File: config.mk
export PLATFORM = sky130hd
export DESIGN_NAME = format_spec_parser
export DESIGN_NICKNAME = d
export VERILOG_FILES = /design/src/rtl/fsp_pkg.sv /design/src/rtl/fsp_step.sv /design/src/rtl/fsp_out_reg.sv /design/src/rtl/format_spec_parser.sv
export VERILOG_INCLUDE_DIRS = /design/src /design/src/rtl
export SDC_FILE = /design/constraint.sdc
export NUM_CORES = 1
export LEC_CHECK = 0
export ABC_AREA = 0
export CAP_MARGIN = 20
export CORE_MARGIN = 2
export CORE_UTILIZATION = 50
export DETAILED_ROUTE_END_ITERATION = 12
export DONT_BUFFER_PORTS = 1
export PLACE_DENSITY = 0.68
export SYNTH_ARGS = -nofsm -noshare
export SYNTH_HDL_FRONTEND = slang
export SYNTH_HIERARCHICAL = 1
export SYNTH_SLANG_ARGS = --single-unit
File: constraint.sdc
create_clock -name clock -period 11.1 [get_ports clock]
set_clock_uncertainty 0.2 [all_clocks]
set_input_delay 2.22 -clock clock [delete_from_list [all_inputs] [get_ports clock]]
set_output_delay 2.22 -clock clock [all_outputs]
set_load 0.05 [all_outputs]
File: src/rtl/format_spec_parser_macros.svh
// assertion helpers for the format spec parser
`ifndef FORMAT_SPEC_PARSER_MACROS_SVH
`define FORMAT_SPEC_PARSER_MACROS_SVH

// same-cycle implication, checked outside reset
`define FSP_ASSERT_NOW(lbl, clk, rst, ante, cons, msg) \
   lbl: assert property (@(posedge clk) disable iff (rst) (ante) |-> (cons)) \
      else $error(msg);

// next-cycle implication, checked outside reset
`define FSP_ASSERT_NEXT(lbl, clk, rst, ante, cons, msg) \
   lbl: assert property (@(posedge clk) disable iff (rst) (ante) |=> (cons)) \
      else $error(msg);

`endif

File: src/rtl/fsp_pkg.sv
`default_nettype none

package fsp_pkg;

   // parser phases
   typedef enum logic [2:0] {
      PH_BEGIN  = 3'd0,
      PH_FLAGS  = 3'd1,
      PH_SEP    = 3'd2,
      PH_ARGIDX = 3'd3,
      PH_WIDTH  = 3'd4,
      PH_PREC   = 3'd5,
      PH_MOD    = 3'd6,
      PH_IDLE   = 3'd7
   } phase_type;

   // outcome of one character
   typedef enum logic [1:0] {
      RES_MORE = 2'd0,
      RES_DONE = 2'd1,
      RES_ERR  = 2'd2
   } res_type;

   localparam logic [6:0]  MAX_SPEC_LEN = 7'd127;
   localparam logic [6:0]  MAX_DIGITS   = 7'd63;
   localparam logic [6:0]  CNT_SAT      = 7'd127;
   localparam logic [7:0]  ARG_MAX      = 8'd255;
   localparam logic [15:0] NUM_MAX      = 16'hFFFF;
   localparam logic [1:0]  MAX_MODS     = 2'd3;

   // mark bit positions
   localparam int MK_SPACE = 0;
   localparam int MK_ZERO  = 1;
   localparam int MK_HASH  = 2;
   localparam int MK_MINUS = 3;
   localparam int MK_PLUS  = 4;
   localparam int MK_QUOTE = 5;
   localparam int MK_BOOL  = 6;
   localparam int MK_VIDX  = 7;
   localparam int MK_WIDTH = 8;
   localparam int MK_WSTAR = 9;
   localparam int MK_WIDX  = 10;
   localparam int MK_PREC  = 11;
   localparam int MK_PSTAR = 12;
   localparam int MK_PIDX  = 13;

   // characters
   localparam logic [7:0] CH_NUL    = 8'h00;
   localparam logic [7:0] CH_SPACE  = 8'h20;
   localparam logic [7:0] CH_HASH   = 8'h23;
   localparam logic [7:0] CH_DOLLAR = 8'h24;
   localparam logic [7:0] CH_QUOTE  = 8'h27;
   localparam logic [7:0] CH_STAR   = 8'h2A;
   localparam logic [7:0] CH_PLUS   = 8'h2B;
   localparam logic [7:0] CH_COMMA  = 8'h2C;
   localparam logic [7:0] CH_MINUS  = 8'h2D;
   localparam logic [7:0] CH_DOT    = 8'h2E;
   localparam logic [7:0] CH_D0     = 8'h30;
   localparam logic [7:0] CH_D1     = 8'h31;
   localparam logic [7:0] CH_D9     = 8'h39;
   localparam logic [7:0] CH_COLON  = 8'h3A;
   localparam logic [7:0] CH_SEMI   = 8'h3B;
   localparam logic [7:0] CH_UP_L   = 8'h4C;
   localparam logic [7:0] CH_UNDER  = 8'h5F;
   localparam logic [7:0] CH_LO_B   = 8'h62;
   localparam logic [7:0] CH_LO_H   = 8'h68;
   localparam logic [7:0] CH_LO_J   = 8'h6A;
   localparam logic [7:0] CH_LO_L   = 8'h6C;
   localparam logic [7:0] CH_LO_Q   = 8'h71;
   localparam logic [7:0] CH_LO_T   = 8'h74;
   localparam logic [7:0] CH_LO_Z   = 8'h7A;

   typedef struct packed {
      phase_type        phase;
      logic             num_active;
      logic [15:0]      num_accum;
      logic [6:0]       digit_cnt;
      logic [6:0]       position;
      logic [7:0]       arg_cnt;
      logic [13:0]      marks;
      logic [7:0]       sep;
      logic [15:0]      width_val;
      logic [15:0]      prec_val;
      logic [7:0]       vidx;
      logic [7:0]       widx;
      logic [7:0]       pidx;
      logic [2:0][7:0]  mods;
      logic [1:0]       mod_cnt;
   } state_type;

   typedef struct packed {
      logic        status;
      logic [13:0] marks;
      logic [7:0]  separator;
      logic [15:0] width_value;
      logic [15:0] precision_value;
      logic [7:0]  value_index;
      logic [7:0]  width_index;
      logic [7:0]  precision_index;
      logic [23:0] modifiers;
      logic [7:0]  conversion;
      logic [6:0]  spec_length;
      logic [8:0]  arg_next;
   } result_type;

   // decimal accumulate with saturation, acc*10 as shift-add
   function automatic logic [15:0] acc_digit(input logic [15:0] acc, input logic [7:0] c);
      logic [19:0] v;
      v = {1'b0, acc, 3'b000} + {3'b000, acc, 1'b0} + {16'd0, c[3:0]};
      return (v > {4'd0, NUM_MAX}) ? NUM_MAX : v[15:0];
   endfunction

endpackage

`default_nettype wire

File: src/rtl/fsp_step.sv
`default_nettype none

// one character through the parser, pure combinational
module fsp_step (
   input  wire  fsp_pkg::state_type  st,
   input  wire  logic [7:0]          ch,
   input  wire  logic                first,
   input  wire  logic [7:0]          arg_base,
   input  wire  logic                bool_en,
   output fsp_pkg::state_type        st_next,
   output logic                      emit,
   output fsp_pkg::result_type       result
);

   fsp_pkg::state_type pre;
   fsp_pkg::state_type nx;
   fsp_pkg::res_type   res;
   logic               fin;
   logic               live;
   logic               is_dig;
   logic               is_nz;
   logic [15:0]        acc_add;
   logic [6:0]         cnt_add;
   logic               idx_ok;

   // restart or continue
   always_comb begin
      pre = st;
      if (first) begin
         pre         = '0;
         pre.phase   = fsp_pkg::PH_BEGIN;
         pre.arg_cnt = arg_base;
      end
      pre.position = pre.position + 7'd1;
   end

   assign live    = first || (st.phase != fsp_pkg::PH_IDLE);
   assign is_dig  = (ch >= fsp_pkg::CH_D0) && (ch <= fsp_pkg::CH_D9);
   assign is_nz   = (ch >= fsp_pkg::CH_D1) && (ch <= fsp_pkg::CH_D9);
   assign acc_add = fsp_pkg::acc_digit(pre.num_accum, ch);
   assign cnt_add = (pre.digit_cnt < fsp_pkg::CNT_SAT) ? pre.digit_cnt + 7'd1 : pre.digit_cnt;
   assign idx_ok  = (pre.digit_cnt <= fsp_pkg::MAX_DIGITS) && (pre.num_accum != 16'd0)
                    && (pre.num_accum <= {8'd0, fsp_pkg::ARG_MAX});

   always_comb begin
      nx  = pre;
      fin = 1'b0;
      res = fsp_pkg::RES_MORE;

      if ((ch == fsp_pkg::CH_NUL) || (pre.position >= fsp_pkg::MAX_SPEC_LEN)) begin
         fin = 1'b1;
         res = fsp_pkg::RES_ERR;
      end

      // optional leading value index
      if (!fin && nx.phase == fsp_pkg::PH_BEGIN) begin
         nx.num_active = 1'b0;
         if (is_nz) begin
            nx.num_active = 1'b1;
            nx.num_accum  = {12'd0, ch[3:0]};
            nx.digit_cnt  = 7'd1;
            nx.phase      = fsp_pkg::PH_ARGIDX;
            fin           = 1'b1;
         end else begin
            nx.phase = fsp_pkg::PH_FLAGS;
         end
      end

      if (!fin && nx.phase == fsp_pkg::PH_FLAGS) begin
         fin = 1'b1;
         case (ch)
            fsp_pkg::CH_SPACE: nx.marks[fsp_pkg::MK_SPACE] = 1'b1;
            fsp_pkg::CH_D0:    nx.marks[fsp_pkg::MK_ZERO]  = 1'b1;
            fsp_pkg::CH_HASH:  nx.marks[fsp_pkg::MK_HASH]  = 1'b1;
            fsp_pkg::CH_MINUS: nx.marks[fsp_pkg::MK_MINUS] = 1'b1;
            fsp_pkg::CH_PLUS:  nx.marks[fsp_pkg::MK_PLUS]  = 1'b1;
            fsp_pkg::CH_QUOTE: nx.marks[fsp_pkg::MK_QUOTE] = 1'b1;
            fsp_pkg::CH_LO_B: begin
               if (bool_en) nx.marks[fsp_pkg::MK_BOOL] = 1'b1;
               else fin = 1'b0;
            end
            default: fin = 1'b0;
         endcase
         if (!fin) nx.phase = fsp_pkg::PH_SEP;
      end

      if (!fin && nx.phase == fsp_pkg::PH_SEP) begin
         nx.phase = fsp_pkg::PH_WIDTH;
         if (ch inside {fsp_pkg::CH_COMMA, fsp_pkg::CH_SEMI, fsp_pkg::CH_COLON,
                        fsp_pkg::CH_UNDER}) begin
            nx.sep = ch;
            fin    = 1'b1;
         end
      end

      if (!fin && nx.phase == fsp_pkg::PH_ARGIDX) begin
         if (is_dig) begin
            nx.num_accum = acc_add;
            nx.digit_cnt = cnt_add;
            fin          = 1'b1;
         end else if (ch == fsp_pkg::CH_DOLLAR) begin
            fin = 1'b1;
            if (!idx_ok) begin
               res = fsp_pkg::RES_ERR;
            end else begin
               nx.vidx                     = pre.num_accum[7:0];
               nx.marks[fsp_pkg::MK_VIDX]  = 1'b1;
               nx.num_active               = 1'b0;
               nx.arg_cnt                  = pre.num_accum[7:0];
               nx.phase                    = fsp_pkg::PH_FLAGS;
            end
         end else begin
            nx.phase = fsp_pkg::PH_WIDTH;
         end
      end

      if (!fin && nx.phase == fsp_pkg::PH_WIDTH) begin
         if (!nx.num_active) begin
            if (ch == fsp_pkg::CH_STAR) begin
               nx.marks[fsp_pkg::MK_WIDTH] = 1'b1;
               nx.marks[fsp_pkg::MK_WSTAR] = 1'b1;
               nx.num_active               = 1'b1;
               nx.num_accum                = 16'd0;
               nx.digit_cnt                = 7'd0;
               fin                         = 1'b1;
            end else if (is_nz) begin
               nx.marks[fsp_pkg::MK_WIDTH] = 1'b1;
               nx.num_active               = 1'b1;
               nx.num_accum                = {12'd0, ch[3:0]};
               nx.digit_cnt                = 7'd1;
               fin                         = 1'b1;
            end
         end else if (is_dig) begin
            nx.num_accum = acc_add;
            nx.digit_cnt = cnt_add;
            fin          = 1'b1;
         end else if (ch == fsp_pkg::CH_DOLLAR) begin
            fin = 1'b1;
            if (!nx.marks[fsp_pkg::MK_WSTAR] || !idx_ok) begin
               res = fsp_pkg::RES_ERR;
            end else begin
               nx.widx                     = pre.num_accum[7:0];
               nx.marks[fsp_pkg::MK_WIDX]  = 1'b1;
               nx.num_active               = 1'b0;
               nx.arg_cnt                  = pre.num_accum[7:0];
               nx.phase                    = fsp_pkg::PH_PREC;
            end
         end else if (!nx.marks[fsp_pkg::MK_WSTAR]) begin
            if (nx.digit_cnt > fsp_pkg::MAX_DIGITS) begin
               fin = 1'b1;
               res = fsp_pkg::RES_ERR;
            end else begin
               nx.width_val                = nx.num_accum;
               nx.marks[fsp_pkg::MK_WIDTH] = 1'b1;
            end
         end else begin
            if (nx.digit_cnt != 7'd0) begin
               fin = 1'b1;
               res = fsp_pkg::RES_ERR;
            end else if (nx.arg_cnt < fsp_pkg::ARG_MAX) begin
               nx.arg_cnt = nx.arg_cnt + 8'd1;
            end
         end
         if (!fin) begin
            nx.num_active = 1'b0;
            nx.phase      = fsp_pkg::PH_PREC;
         end
      end

      if (!fin && nx.phase == fsp_pkg::PH_PREC) begin
         if (!nx.num_active) begin
            if (ch == fsp_pkg::CH_DOT) begin
               nx.marks[fsp_pkg::MK_PREC] = 1'b1;
               nx.num_active              = 1'b1;
               nx.num_accum               = 16'd0;
               nx.digit_cnt               = 7'd0;
               fin                        = 1'b1;
            end
         end else if (ch == fsp_pkg::CH_STAR) begin
            fin = 1'b1;
            if (nx.marks[fsp_pkg::MK_PSTAR]) begin
               res = fsp_pkg::RES_ERR;
            end else begin
               nx.marks[fsp_pkg::MK_PSTAR] = 1'b1;
               nx.num_accum                = 16'd0;
               nx.digit_cnt                = 7'd0;
            end
         end else if (is_dig) begin
            nx.num_accum = acc_add;
            nx.digit_cnt = cnt_add;
            fin          = 1'b1;
         end else if (ch == fsp_pkg::CH_DOLLAR) begin
            fin = 1'b1;
            if (!nx.marks[fsp_pkg::MK_PSTAR] || !idx_ok) begin
               res = fsp_pkg::RES_ERR;
            end else begin
               nx.pidx                     = pre.num_accum[7:0];
               nx.marks[fsp_pkg::MK_PIDX]  = 1'b1;
               nx.num_active               = 1'b0;
               nx.arg_cnt                  = pre.num_accum[7:0];
               nx.phase                    = fsp_pkg::PH_MOD;
            end
         end else if (!nx.marks[fsp_pkg::MK_PSTAR]) begin
            if (nx.digit_cnt > fsp_pkg::MAX_DIGITS) begin
               fin = 1'b1;
               res = fsp_pkg::RES_ERR;
            end else begin
               nx.prec_val = nx.num_accum;
            end
         end else begin
            if (nx.digit_cnt != 7'd0) begin
               fin = 1'b1;
               res = fsp_pkg::RES_ERR;
            end else if (nx.arg_cnt < fsp_pkg::ARG_MAX) begin
               nx.arg_cnt = nx.arg_cnt + 8'd1;
            end
         end
         if (!fin) begin
            nx.num_active = 1'b0;
            nx.phase      = fsp_pkg::PH_MOD;
         end
      end

      // length modifiers, anything else is the conversion
      if (!fin && nx.phase == fsp_pkg::PH_MOD) begin
         fin = 1'b1;
         if (ch inside {fsp_pkg::CH_LO_H, fsp_pkg::CH_LO_L, fsp_pkg::CH_LO_J, fsp_pkg::CH_LO_T,
                        fsp_pkg::CH_LO_Z, fsp_pkg::CH_LO_Q, fsp_pkg::CH_UP_L}) begin
            if (nx.mod_cnt >= fsp_pkg::MAX_MODS) begin
               res = fsp_pkg::RES_ERR;
            end else begin
               nx.mods[nx.mod_cnt] = ch;
               nx.mod_cnt          = nx.mod_cnt + 2'd1;
            end
         end else begin
            res = fsp_pkg::RES_DONE;
         end
      end
   end

   assign emit = live && (res != fsp_pkg::RES_MORE);

   always_comb begin
      st_next = st;
      if (live) begin
         st_next = nx;
         if (res != fsp_pkg::RES_MORE) st_next.phase = fsp_pkg::PH_IDLE;
      end
   end

   always_comb begin
      result = '0;
      if (res == fsp_pkg::RES_ERR) begin
         result.status = 1'b1;
      end else begin
         result.marks           = nx.marks;
         result.separator       = nx.sep;
         result.width_value     = nx.width_val;
         result.precision_value = nx.prec_val;
         result.value_index     = nx.vidx;
         result.width_index     = nx.widx;
         result.precision_index = nx.pidx;
         result.modifiers       = nx.mods;
         result.conversion      = ch;
         result.spec_length     = nx.position + 7'd1;
         result.arg_next        = {1'b0, nx.arg_cnt} + 9'd1;
      end
   end

endmodule

`default_nettype wire

File: src/rtl/fsp_out_reg.sv
`default_nettype none

// result register, holds a result until the consumer takes it
module fsp_out_reg (
   input  wire  logic                 clock,
   input  wire  logic                 reset,
   input  wire  logic                 load,
   input  wire  fsp_pkg::result_type  din,
   input  wire  logic                 rsp_ready,
   output logic                       rsp_valid,
   output logic                       free,
   output fsp_pkg::result_type        dout
);

   logic                valid_ff;
   logic                valid_in;
   fsp_pkg::result_type data_ff;

   assign free     = !valid_ff || rsp_ready;
   assign valid_in = load ? 1'b1 : (rsp_ready ? 1'b0 : valid_ff);

   always_ff @(posedge clock) begin
      if (reset) begin
         valid_ff <= 1'b0;
      end else begin
         valid_ff <= valid_in;
      end
   end

   always_ff @(posedge clock) begin
      if (load) data_ff <= din;
   end

   assign rsp_valid = valid_ff;
   assign dout      = data_ff;

endmodule

`default_nettype wire

File: src/rtl/format_spec_parser.sv
// channel   direction  handshake            payload
// req       in         req_valid/req_ready  req_ch, req_first, req_arg_base
// rsp       out        rsp_valid/rsp_ready  rsp_status ... rsp_arg_next (12 fields)
// csr       in         csr_wr_en            csr_wr_data (boolean flag enable)
//
// one character per cycle: a transfer lands in the input register, and from there
// the parse step updates the spec state and, on the conversion character or an
// error, loads the result register that drives rsp.
// reset is synchronous, active high: parser at spec start, no result pending,
// boolean flag enabled. a result waiting on rsp_ready stalls only a character
// that itself ends a spec; characters that only advance the parse keep flowing.
`default_nettype none

`include "format_spec_parser_macros.svh"

module format_spec_parser (
   input  wire  logic        clock,
   input  wire  logic        reset,
   // input characters
   input  wire  logic        req_valid,
   output logic              req_ready,
   input  wire  logic [7:0]  req_ch,
   input  wire  logic        req_first,
   input  wire  logic [7:0]  req_arg_base,
   // parsed spec results
   output logic              rsp_valid,
   input  wire  logic        rsp_ready,
   output logic              rsp_status,
   output logic [13:0]       rsp_marks,
   output logic [7:0]        rsp_separator,
   output logic [15:0]       rsp_width_value,
   output logic [15:0]       rsp_precision_value,
   output logic [7:0]        rsp_value_index,
   output logic [7:0]        rsp_width_index,
   output logic [7:0]        rsp_precision_index,
   output logic [23:0]       rsp_modifiers,
   output logic [7:0]        rsp_conversion,
   output logic [6:0]        rsp_spec_length,
   output logic [8:0]        rsp_arg_next,
   // configuration
   input  wire  logic        csr_wr_en,
   input  wire  logic        csr_wr_data
);

   // input register
   logic                in_valid_ff;
   logic                in_valid_in;
   logic [7:0]          ch_ff;
   logic                first_ff;
   logic [7:0]          base_ff;

   // spec state
   fsp_pkg::state_type  state_ff;
   fsp_pkg::state_type  state_in;

   logic                bool_en_ff;
   logic                bool_en_in;

   fsp_pkg::result_type step_res;
   fsp_pkg::result_type out_res;
   logic                emit;
   logic                out_free;
   logic                adv;
   logic                req_xfer;

   // the held character goes through unless it ends a spec while the result
   // register is still occupied
   assign adv       = in_valid_ff && (!emit || out_free);
   assign req_ready = !in_valid_ff || adv;
   assign req_xfer  = req_valid && req_ready;

   assign in_valid_in = req_xfer ? 1'b1 : (adv ? 1'b0 : in_valid_ff);
   assign bool_en_in  = csr_wr_en ? csr_wr_data : bool_en_ff;

   always_ff @(posedge clock) begin
      if (reset) begin
         in_valid_ff <= 1'b0;
         bool_en_ff  <= 1'b1;
      end else begin
         in_valid_ff <= in_valid_in;
         bool_en_ff  <= bool_en_in;
      end
   end

   always_ff @(posedge clock) begin
      if (req_xfer) begin
         ch_ff    <= req_ch;
         first_ff <= req_first;
         base_ff  <= req_arg_base;
      end
   end

   // state only moves when the held character is consumed
   always_ff @(posedge clock) begin
      if (reset) begin
         // all-zero state is spec start (phase begin) with nothing parsed
         state_ff <= '0;
      end else if (adv) begin
         state_ff <= state_in;
      end
   end

   fsp_step u_step (
      .st       (state_ff),
      .ch       (ch_ff),
      .first    (first_ff),
      .arg_base (base_ff),
      .bool_en  (bool_en_ff),
      .st_next  (state_in),
      .emit     (emit),
      .result   (step_res)
   );

   fsp_out_reg u_out (
      .clock     (clock),
      .reset     (reset),
      .load      (adv && emit),
      .din       (step_res),
      .rsp_ready (rsp_ready),
      .rsp_valid (rsp_valid),
      .free      (out_free),
      .dout      (out_res)
   );

   assign rsp_status          = out_res.status;
   assign rsp_marks           = out_res.marks;
   assign rsp_separator       = out_res.separator;
   assign rsp_width_value     = out_res.width_value;
   assign rsp_precision_value = out_res.precision_value;
   assign rsp_value_index     = out_res.value_index;
   assign rsp_width_index     = out_res.width_index;
   assign rsp_precision_index = out_res.precision_index;
   assign rsp_modifiers       = out_res.modifiers;
   assign rsp_conversion      = out_res.conversion;
   assign rsp_spec_length     = out_res.spec_length;
   assign rsp_arg_next        = out_res.arg_next;

   // an error result carries nothing but the status bit
   `FSP_ASSERT_NOW(a_err_clean, clock, reset, rsp_valid && rsp_status,
      rsp_marks == 14'd0 && rsp_conversion == 8'd0 && rsp_spec_length == 7'd0
      && rsp_arg_next == 9'd0, "error result with nonzero fields")

   // a complete spec has the percent sign and a conversion at least
   `FSP_ASSERT_NOW(a_done_len, clock, reset, rsp_valid && !rsp_status,
      rsp_spec_length >= 7'd2 && rsp_arg_next != 9'd0, "complete result too short")

   // a spec that produced a result leaves the parser idle
   `FSP_ASSERT_NEXT(a_idle_after, clock, reset, adv && emit,
      state_ff.phase == fsp_pkg::PH_IDLE, "parser not idle after result")

   // backpressure only from a held spec end facing a full result register
   `FSP_ASSERT_NOW(a_stall_cause, clock, reset, !req_ready,
      in_valid_ff && emit && !out_free, "input stalled without cause")

endmodule

`default_nettype wire
==> out/qor.csv <==
metric;value;unit
Mean Syn Cell Area;9.147;um^2
WS Path Type;reg -> out;
Tightest Pin Transition;1.276;ns
met3 wire length;4.096;mm
Leak;7.418;nW
routed length per instance;21.82;um
simple-gate share of the synthesized area;0.2917;
# DRC;0;
Clock Sinks;293;
nets;2086;
Area Overhead vs Synth;6.511;%
FF-to-FF Start;first_ff;
H-tree Lvls;2;
Worst-Skew Late Latency;0.54;ns
Arr. time, crit path;7.28;ns
TNS Setup;0;ns
outcome;completed;
EDFF count, synth;144;
largest net degree at the start of global routing;296;
full die area;40020;um^2
clock buffer depth;3;
worst-path maximum fanout;54;
Final Max Tran Viols;0;
cts hold-fix bufs;0;
DPL Wire Length;38.53;mm
#FFs+latches synth;293;
Post-synth ARST share;0;
Initial Util;0.5090;
GR Util All Layers;0.2792;
Final Wtd Congestion;0.9759;
final hold viol count;0;
die height;200.0;um
Hold Slack;0.2679;ns
Mapped Cells;2101;
proportion of layout cells with a drive suffix above 1;0.08394;
vias in the first global route;14800;
Synth Area in Compound Gates;0.1393;
worst relative slew slack;0.1496;
Core Region;37760;um^2
initial drt markers;1631;
drt pass-1 iters;6;
hold endpoint;state_ff[108];
Crit path required time;8.68;ns
Synth Area in Adders;0.02617;
post-layout min period;9.698;ns
pre-CTS setup slack;2.052;ns
worst reg2reg setup slack;2.80;ns
Largest stage delay, worst path;0.79;ns
total clock buffers created by CTS;34;
Mapped Nets;2163;
final worst-path cycle share;0.8737;
nature of the critical path startpoint;flop;
power per cell area;132.4;nW/um^2
yosys warns;6;
global-route wire length before repair;86.45;mm
Post-CTS Setup Bufs;0;
Site Rows;71;
Core Util, Final;0.5421;
Synth Area in XOR/XNOR;0.009571;
top sig layer;met4;
IO Pins;152;
CTS tree;done;
fmax;103.1;MHz
Hold Path Origin;state_ff[108];
FF-to-FF End;u_out/dout[7];
Seq/Total Area, Yosys;0.3802;
Ant. Diodes;0;
hold path depth;2;
IO buf count;0;
VDD IR max;0.0001138;V
antenna violations before repair;1;
Unique masters post-synth;109;
CP Capture Type;output port;
Setup WS post-layout;1.402;ns
Post-Synthesis Cell Area;19220;um^2
critical path's slowest cell;o21a_1;
HP Class;reg -> reg;
Die Wd;200.0;um
unrepaired setup endpoints after global routing;false;
Met1 Wirelength;26.16;mm
total gr overflow;0;
crit path cell chain;inv_2 -> buf_4 -> nand2_1 -> inv_1 -> ha_1 -> and3_1 -> mux2i_1 -> nor3_2 -> o211ai_4 -> nand2_2 -> o21a_1 -> mux2i_1 -> o221a_2 -> or4_4 -> or2_1 -> o21ai_1 -> o2111ai_1 -> a21o_1 -> and2_1 -> nand3_1;
ys flop type;dfxtp_1;
final wirelength;55.86;mm
root buf cell;clkbuf_16;
power consumption;2.710;mW
largest family of logic cells by synthesized area;simple AND/OR/NAND/NOR gates;
crit-path most repeated cell;mux2i_1;
vias post-DR;15580;
r2r worst-path depth;28;
post-CTS resize count;0;
Finish-stage setup viols;0;
final antenna-violating net count;0;
drt via density;6.086;
Reg clk slew, reported paths;0.05;ns
DR WL met2;24.37;mm
mux cell area share after synthesis;0.1025;
Max Cap Viol;0;
metrics by stage:
stage	cell area, um^2	instances
after floorplan	19220	2101
after global placement	19250	2498
after detailed placement	19250	2499
after CTS	20470	2560
after global routing	20470	2560
final	20470	2560
per-layer routing:
layer / vias up / global-route usage
li1: 7366 / -
met1: 7530 / 0.3998
met2: 602 / 0.4303
met3: 82 / 0.05276
met4: 0 / 0.07654
met5: - / 0
layout by cell type, fill, tap and decap left out, types with 8 or more instances in the layout:
cell,count
nand2b_1,304
mux2i_1,171
nand2_1,160
nor2_1,159
dfxtp_1,149
edfxtp_1,144
and2_1,104
a21oi_1,63
o21ai_0,61
nand3_1,60
nor3_1,42
nor2b_1,41
and3_1,38
inv_1,37
ha_1,37
clkbuf_16,35
o22ai_1,26
a21o_1,24
mux2_2,22
nand4_1,21
a31oi_1,21
buf_4,19
a211oi_1,15
xnor2_1,15
nor4_1,13
or3_1,13
o2bb2ai_1,13
o211ai_1,12
o31ai_1,8
a22oi_1,8
logic make-up after synthesis:
| kind of cell | count (synthesis) |
|---|---|
| mux | 194 |
| flops | 293 |
| fa+ha+maj | 39 |
| simple gates | 1012 |
| compound gates | 367 |
| buf+inv | 175 |
| xor+xnor | 21 |
cell usage after synthesis (all sizes together) (8+ instances only):
library cell,instances,area share
a211oi,23,0.012
a21o,24,0.0094
a21oi,65,0.017
a22oi,8,0.0031
a31oi,22,0.0072
and2,104,0.034
and3,41,0.014
buf,50,0.026
clkbuf,85,0.017
dfxtp,149,0.16
edfxtp,144,0.23
ha,37,0.024
inv,40,0.0078
mux2,23,0.013
mux2i,171,0.089
nand2,163,0.032
nand2b,305,0.10
nand3,63,0.017
nand4,22,0.0075
nor2,161,0.032
nor2b,42,0.014
nor3,48,0.014
nor4,19,0.0086
o211ai,13,0.0058
o21ai,72,0.020
o22ai,26,0.0085
o2bb2ai,13,0.0059
o31ai,8,0.0031
o32ai,8,0.0040
or3,14,0.0048
xnor2,15,0.0068
worst max-delay path by stage:
stage	start	to	slack, ns	cells after the start
finish	first_ff	req_ready	1.40	20
detailed placement	first_ff	req_ready	2.05	20
global placement	first_ff	req_ready	2.13	20
CTS	first_ff	req_ready	1.49	20
floorplan	first_ff	req_ready	2.61	26
global route	first_ff	req_ready	1.03	20
registers in the layout, indices dropped and copies added, names as in the netlist:
name             flops
bool_en_ff           1
ch_ff                8
state_ff           146
u_out/rsp_valid      1
u_out/dout         127
in_valid_ff          1
base_ff              8
first_ff             1
critical path: cells and delay by family, from the launching register on:
kind / cells / cell delay, ns
adders and majority gates: 1 / 0.37
and+or+nand+nor: 8 / 2.96
DFF: 1 / 0.39
muxes: 2 / 0.30
AOI/OAI and AO/OA: 6 / 2.01
buffers and inverters: 3 / 0.69
final cells by class:
class | count | area, um^2
fillers | 3394 | 17290
multi-input cells | 1633 | 10970
flip-flops and latches | 293 | 7307
clock buffers | 43 | 935.9
well taps | 511 | 639.4
clock inverters | 18 | 277.8
repair buffers | 22 | 187.7
inverters | 40 | 150.1
report_power, final:
group	total [mW]	switching (mW)	leakage, nW	internal [mW]
registers	1.28	0.103	2.61	1.17
logic	0.214	0.137	4.22	0.0770
clock network	1.22	0.456	0.595	0.764
total	2.71	0.697	7.42	2.01
Note: power is estimated with default switching activity, not from simulation.
